### src/rtl/core/lruk_pkg.sv
package lruk_pkg;

    localparam int unsigned FRAME_COUNT = 64;

    typedef enum logic [1:0] {
        MODE_ACCESS  = 2'd0,
        MODE_SET_EV  = 2'd1,
        MODE_REMOVE  = 2'd2,
        MODE_EVICT   = 2'd3
    } t_mode;

    typedef enum logic [1:0] {
        ST_OK       = 2'd0,
        ST_EMPTY    = 2'd1,
        ST_BAD_ID   = 2'd2,
        ST_PINNED   = 2'd3
    } t_status;

    localparam int unsigned CFG_K_DEPTH       = 0;
    localparam int unsigned CFG_FRAMES_IN_USE = 1;
    localparam int unsigned CFG_ADDR_BITS     = 1;
    localparam int unsigned CFG_DATA_BITS     = 7;

    typedef struct packed {
        logic [1:0] mode;
        logic [5:0] frame;
        logic       make_evictable;
    } t_in_item;

    typedef struct packed {
        logic [1:0] status;
        logic [5:0] victim;
        logic [6:0] evictable_count;
    } t_out_item;

    typedef struct packed {
        logic [1:0] mode;
        logic [5:0] frame;
        logic       make_evictable;
        logic       bad;
    } t_cmd;

    typedef enum logic [2:0] {
        BS_IDLE,
        BS_EXEC,
        BS_SCAN,
        BS_SCAN_TAIL,
        BS_SCAN_LAST,
        BS_OUT
    } t_back_state;

endpackage

### src/rtl/core/lruk_front.sv
module lruk_front (
    input  logic              i_clk,
    input  logic              i_rst_n,
    input  logic              i_valid,
    output logic              o_stall,
    input  lruk_pkg::t_in_item i_item,
    input  logic [6:0]        i_frames_in_use,
    output logic              o_cmd_valid,
    input  logic              i_cmd_pop,
    output lruk_pkg::t_cmd    o_cmd
);

    lruk_pkg::t_cmd r_q [2];
    logic           r_wp;
    logic           r_rp;
    logic [1:0]     r_cnt;
    lruk_pkg::t_cmd n_cmd;
    logic           push;

    assign o_stall     = (r_cnt == 2'd2);
    assign push        = i_valid && !o_stall;
    assign o_cmd_valid = (r_cnt != 2'd0);
    assign o_cmd       = r_q[r_rp];

    always_comb begin
        n_cmd.mode           = i_item.mode;
        n_cmd.frame          = i_item.frame;
        n_cmd.make_evictable = i_item.make_evictable;
        n_cmd.bad            = ({1'b0, i_item.frame} >= i_frames_in_use);
    end

    always_ff @(posedge i_clk) begin
        if (push) begin
            r_q[r_wp] <= n_cmd;
        end
        if (!i_rst_n) begin
            r_wp  <= 1'b0;
            r_rp  <= 1'b0;
            r_cnt <= 2'd0;
        end else begin
            if (push) begin
                r_wp <= ~r_wp;
            end
            if (i_cmd_pop && o_cmd_valid) begin
                r_rp <= ~r_rp;
            end
            r_cnt <= r_cnt + {1'b0, push} - {1'b0, i_cmd_pop && o_cmd_valid};
        end
    end

    assert property (@(posedge i_clk) disable iff (!i_rst_n) r_cnt != 2'd3)
        else $error("queue count overflow");
    assert property (@(posedge i_clk) disable iff (!i_rst_n)
        (r_cnt == 2'd0) |-> !(i_cmd_pop && o_cmd_valid))
        else $error("pop from empty queue");
    assert property (@(posedge i_clk) disable iff (!i_rst_n)
        (r_cnt == 2'd2 && !i_cmd_pop) |=> (r_cnt == 2'd2))
        else $error("full queue lost an entry");

endmodule

### config.mk
export PLATFORM = sky130hd
export DESIGN_NAME = lruk_front
export DESIGN_NICKNAME = d
export VERILOG_FILES = /design/src/rtl/core/lruk_pkg.sv /design/src/rtl/core/lruk_front.sv
export SDC_FILE = /design/constraint.sdc
export NUM_CORES = 1
export LEC_CHECK = 0
export BUFFER_PORTS_ARGS = -buffer_cell sky130_fd_sc_hd__buf_2
export CAP_MARGIN = 10
export CORE_MARGIN = 2
export CORE_UTILIZATION = 52
export CTS_BUF_LIST = sky130_fd_sc_hd__clkbuf_2 sky130_fd_sc_hd__clkbuf_4 sky130_fd_sc_hd__clkbuf_8
export DETAILED_ROUTE_END_ITERATION = 8
export GPL_TIMING_DRIVEN = 0
export PLACE_DENSITY = 0.91
export SLEW_MARGIN = 20
export SYNTH_ARGS = -nofsm -noshare
export SYNTH_HDL_FRONTEND = slang
export SYNTH_SLANG_ARGS = --single-unit
### constraint.sdc
create_clock -name i_clk -period 1.8 [get_ports i_clk]
set_clock_uncertainty 0.15 [all_clocks]
set_input_delay 0.18 -clock i_clk [delete_from_list [all_inputs] [get_ports i_clk]]
set_output_delay 0.18 -clock i_clk [all_outputs]
set_load 0.05 [all_outputs]
* Word-level counts from Yosys, hierarchy flattened
Memory sizes are Yosys's and may differ from the RTL's. A register that Yosys moved wholly into a read port is not among the register bits.
Index checks and enable logic that the tools add are counted.
** Cells by class
- Reductions and logical operators :: 4
- Bitwise logic cells :: 2
- Multiplexer cells :: 4
- Add/sub/neg operators :: 2
- Equality and inequality tests :: 1
- Order comparisons :: 1
** Operators with widths (number)
- $ge A6 B7 Y1 :: 1
- $mux W1 :: 4
- $add A2 B1 Y2 :: 1
- $eq A2 B2 Y1 const B :: 1
- $logic_and A1 B1 Y1 :: 2
- $not A1 Y1 :: 2
- $reduce_bool A2 Y1 :: 1
- $sub A2 B1 Y2 :: 1
- $logic_not A1 Y1 :: 1
** Storage, ports and cells
- Memories :: 1
- Register bits after elaboration :: 4
- Memory bits (writable) :: 20
** Memories
- r_q :: depth 2, bits a word 10, read ports 1, clocked after memory_dff 1, wr ports 1, line lruk_front.sv:13 : lruk_pkg::t_cmd r_q [2];

* Depth between registers and ports, before layout
- Depth in word-level cells :: 5
- Mapped depth :: 8
- Depth with buffers taken out :: 8

* Least setup slack after synthesis
Ideal clock, no wire load.
- Path type :: register to register
- Start point :: register r_cnt[0]
- End point :: memory r_q[0][0] (netlist name), enable pin
- Period minus slack after synthesis :: 1.645 ns
- Arrival time :: 1.161 ns
- Cell stages (with the launch flop) :: 5
- Data required time :: 1.316 ns
- Slack :: 0.155 ns
- Path through :: dfxtp_1 -> nand2b_2 -> inv_2 -> or3_1 -> inv_1
** Between the ends
- Cells in the longest elaborated chain, start to end :: 5
** Ends and longest elaborated chain
- from (decl) :: line lruk_front.sv:16 : logic [1:0] r_cnt;
- from (signal assigned) :: line lruk_front.sv:47 : r_cnt <= r_cnt + {1'b0, push} - {1'b0, i_cmd_pop && o_cmd_valid};
- $eq A2 B2 Y1 :: line lruk_front.sv:20 : assign o_stall = (r_cnt == 2'd2);
- via o_stall :: line lruk_front.sv:5 : output logic o_stall,
- $logic_not A1 Y1 :: line lruk_front.sv:21 : assign push = i_valid && !o_stall;
- $logic_and A1 B1 Y1 :: line lruk_front.sv:21
- $mux W1 :: line lruk_front.sv:33 : if (push) begin
- $mux W1 (not written as such) :: line lruk_front.sv:34 : r_q[r_wp] <= n_cmd;
- to (decl) :: line lruk_front.sv:13
The timed path passes the listed nets, and every way through them passes these cells.

* Worst setup path after layout
- Start point :: register r_cnt[0]
- End point :: register r_cnt[1]
** Between the ends
- Cells in the longest elaborated chain, start to end :: 5
** Ends and longest elaborated chain (line)
- $eq A2 B2 Y1 :: lruk_front.sv:20
- $logic_not A1 Y1 :: lruk_front.sv:21
- $logic_and A1 B1 Y1 :: lruk_front.sv:21
- $add A2 B1 Y2 :: lruk_front.sv:47
- $sub A2 B1 Y2 (*) :: lruk_front.sv:47
Mark *: on every way between the ends. The rest lies on a longest branch, timed or not.
A chain may end at the register's enable or synchronous reset.

==> metrics.txt <==
Hold Crit Class input pin to flip-flop; Sequential Area 703 um^2; CP top delay family adder cells; first-pass GRT wire length 3240 um; Worst Setup SP r_cnt[0]$_SDFF_PN0_; Num CTS Buffers 3; PwrDens 1350 nW/um^2; initial antenna violation count 0; die width 50.1 um; Synth Net Count 106; post-DP HPWL 1370 um; post-synth cell types 25; Crit-path slowest cell dfxtp_2; met2 wire len 1090 um; Worst EP required 1870 ps; crit-path max FO 4; Worst path most repeated cell ha_1; commonest register cell after synthesis edfxtp_1; layout cells sized above 1 43.5%; Worst Hold Depth 2; Cells after Synth 78; post-synth top area share 54.4%; reg2reg end r_cnt[1]$_SDFF_PN0_; TritonCTS clock tree yes; final hold vios 0; Hold Path Sink r_q[0][0]$_DFFE_PP_; Initial Utilization 55.7%; post-synth top area cell edfxtp_1; peak supply drop 0.000858 V; Worst EP arrival 1780 ps; Fillers 133; Inserted Diodes 0; Site Rows 16; core area 1980 um^2; nets@finish 153; vias in the first global route 773; Clock transition at path regs 130 ps; Post-synth EDFFs 20; Synth warnings 0; status finished, final reports clean; post-route minimum period 1710 ps; Remaining DRCs 0; Post-Route WL 1980 um; CP bufs+invs 1; Setup-failing EPs final 0; Avg Inst Size Synth 14.1 um^2; GRT overflow 0; area of the mapped netlist 1100 um^2; crit end category flip-flop; Register-to-Register Setup Slack 90 ps; top-count cell post-synth edfxtp_1; multi-input logic area 362 um^2; synth-to-layout area growth 30.3%; Synth Register Bits 25; Tcrit/Tclk final 95.0%; Longest Clk Path Bufs 2; Max H-tree Level 1; # IOs 32; CTS root buf clkbuf_4; worst slew pin tran 413 ps; fin area 1440 um^2; CP max stage delay 370 ps; total track usage 17.9%; GPL Wtd Cong 0.701; DRT met1 WL 750 um; Clock Latency Late Sink 320 ps; Lkg Pwr 0.653 nW; pin count of the biggest net entering global routing 15; max layer used met4; DRT Pass-1 Iters 4; min-delay src i_frames_in_use[6]; vias per std cell 4.79; largest cells by area after synthesis edfxtp_1 (54%), mux2_2 (10%), dfxtp_1 (9.1%); Synth async-reset ratio 0%; Post-Route Utilization 72.5%; top cells by count, synth edfxtp_1 (20), inv_1 (10), mux2_2 (10), ha_1 (8), dfxtp_1 (5); Final ANT Viol Nets 0; CP Class flip-flop to flip-flop; launch point of the worst reg-to-reg path r_cnt[0]$_SDFF_PN0_; highest clock rate 585 MHz; via count 724; CP startpoint kind flip-flop; drt initial violations 6; Worst R2R Path Depth 8; Critical Path, Cell by Cell nand2b_2 -> nand2_1 -> ha_1 -> inv_1 -> ha_1 -> xor2_1 -> and2_1 -> nor3_2; routed wl met3 98 um; Max Transition Viols Final 0; slew margin rel. 72.5%; clk sinks 25; DIE AREA 2510 um^2; sequential area share after synthesis 63.5%; WL per Instance 13.1 um; MaxCap Viol Count 0; die height 50.1 um; # port buffers 31; Setup TNS Final 0 ps; DP Area 1290 um^2
-- through the flow --
stage | hold slack [ps] | setup slack, ps | cells | power, mW
2_1_floorplan | 129 | 155 | 78 | 1.48
3_3_place_gp | 226 | 134 | 136 | 1.64
3_5_place_dp | 222 | 80.8 | 136 | 1.67
4_1_cts | 47.8 | 0.937 | 150 | 1.92
5_1_grt | 43.4 | -47.5 | 151 | 2.05
6_report | 60.3 | 89.6 | 151 | 1.94
-- area by class of cell --
class                      count  share of cell area, %
clock inverter                 1                  0.348
inverter                      11                   2.87
sequential                    25                   48.9
clock buffer                   3                   1.57
buffer                         1                  0.522
tap                           27                   2.35
timing repair buffer          42                   18.3
multi-input combinational     41                   25.2
-- routing by layer --
| metal | vias to the layer above | track usage [%] |
|---|---|---|
| li1 | 368 | - |
| met1 | 332 | 19.0 |
| met5 | - | 0 |
| met2 | 20 | 33.1 |
| met3 | 4 | 3.64 |
| met4 | 0 | 8.33 |
-- how the worst max path moves through the flow --
stage / endpoint / slack [ps] / cells past startpoint
after floorplan: r_q[0][0]$_DFFE_PP_ / 160 / 4
after global placement: r_q[0][0]$_DFFE_PP_ / 130 / 4
after detailed placement: r_q[0][2]$_DFFE_PP_ / 80 / 4
after CTS: o_cmd[3] / 0.9 / 3
after global routing: r_cnt[1]$_SDFF_PN0_ / -50 / 8
final: r_cnt[1]$_SDFF_PN0_ / 90 / 8
-- power breakdown --
part | internal (mW) | leakage [nW] | switching [mW]
combinational | 0.298 | 0.406 | 0.609
sequential | 0.751 | 0.229 | 0.0440
clock | 0.0832 | 0.0177 | 0.157
total | 1.13 | 0.653 | 0.810
-- placed cells by master (no fill, tap or decap) --
master         Yosys  routed
and3_2             1       1
ha_1               8       8
nor2_1             3       3
nand2b_1           1       1
buf_4              0       2
nand4b_1           1       1
a31oi_1            1       1
o21a_1             1       1
inv_2              1       1
xnor2_1            1       1
dfxtp_1            5       3
dfxtp_2            0       2
and2_1             2       2
or3_1              1       1
inv_1             10      10
o22ai_1            1       1
o21ai_0            1       1
nand2b_2           1       1
or2_2              1       1
clkbuf_4           0       3
a21oi_1            2       2
buf_2              1      31
dlygate4sd3_1      0      10
mux2_2            10      10
xor2_1             1       1
nand2_1            1       1
nor3_2             0       1
edfxtp_1          20      20
a21o_1             2       2
clkinv_2           0       1
-- worst register-to-register path: cells and delay by family (launching register included) --
kind | cells | cell delay (ps)
fa+ha+maj | 2 | 450
simple gates | 4 | 420
flops | 1 | 370
xor+xnor | 1 | 200
buf+inv | 1 | 50
-- registers in the layout (all words and copies together) (netlist names), named ones only --
name / count
r_cnt: 2
r_q: 20
r_rp: 1
r_wp: 1
-- timing repair --
action,CTS,global route
endpoints found under the hold margin,20,0
setup buffers,0,1
hold buffers,10,0
gates resized for setup,0,5
setup endpoints to repair,0,21
-- kinds of logic (layout without fill, tap and decap cells) --
family          count (synthesis)  after routing  synth area share [%]
buf+inv                        12             58                  4.19
compound gates                  8              8                  4.54
fa+ha+maj                       8              8                  9.07
simple gates                   13             13                  6.92
xor+xnor                        2              2                  1.59
flops                          25             25                  63.5
mux                            10             10                  10.2
Note: power is estimated with default switching activity, not from simulation.
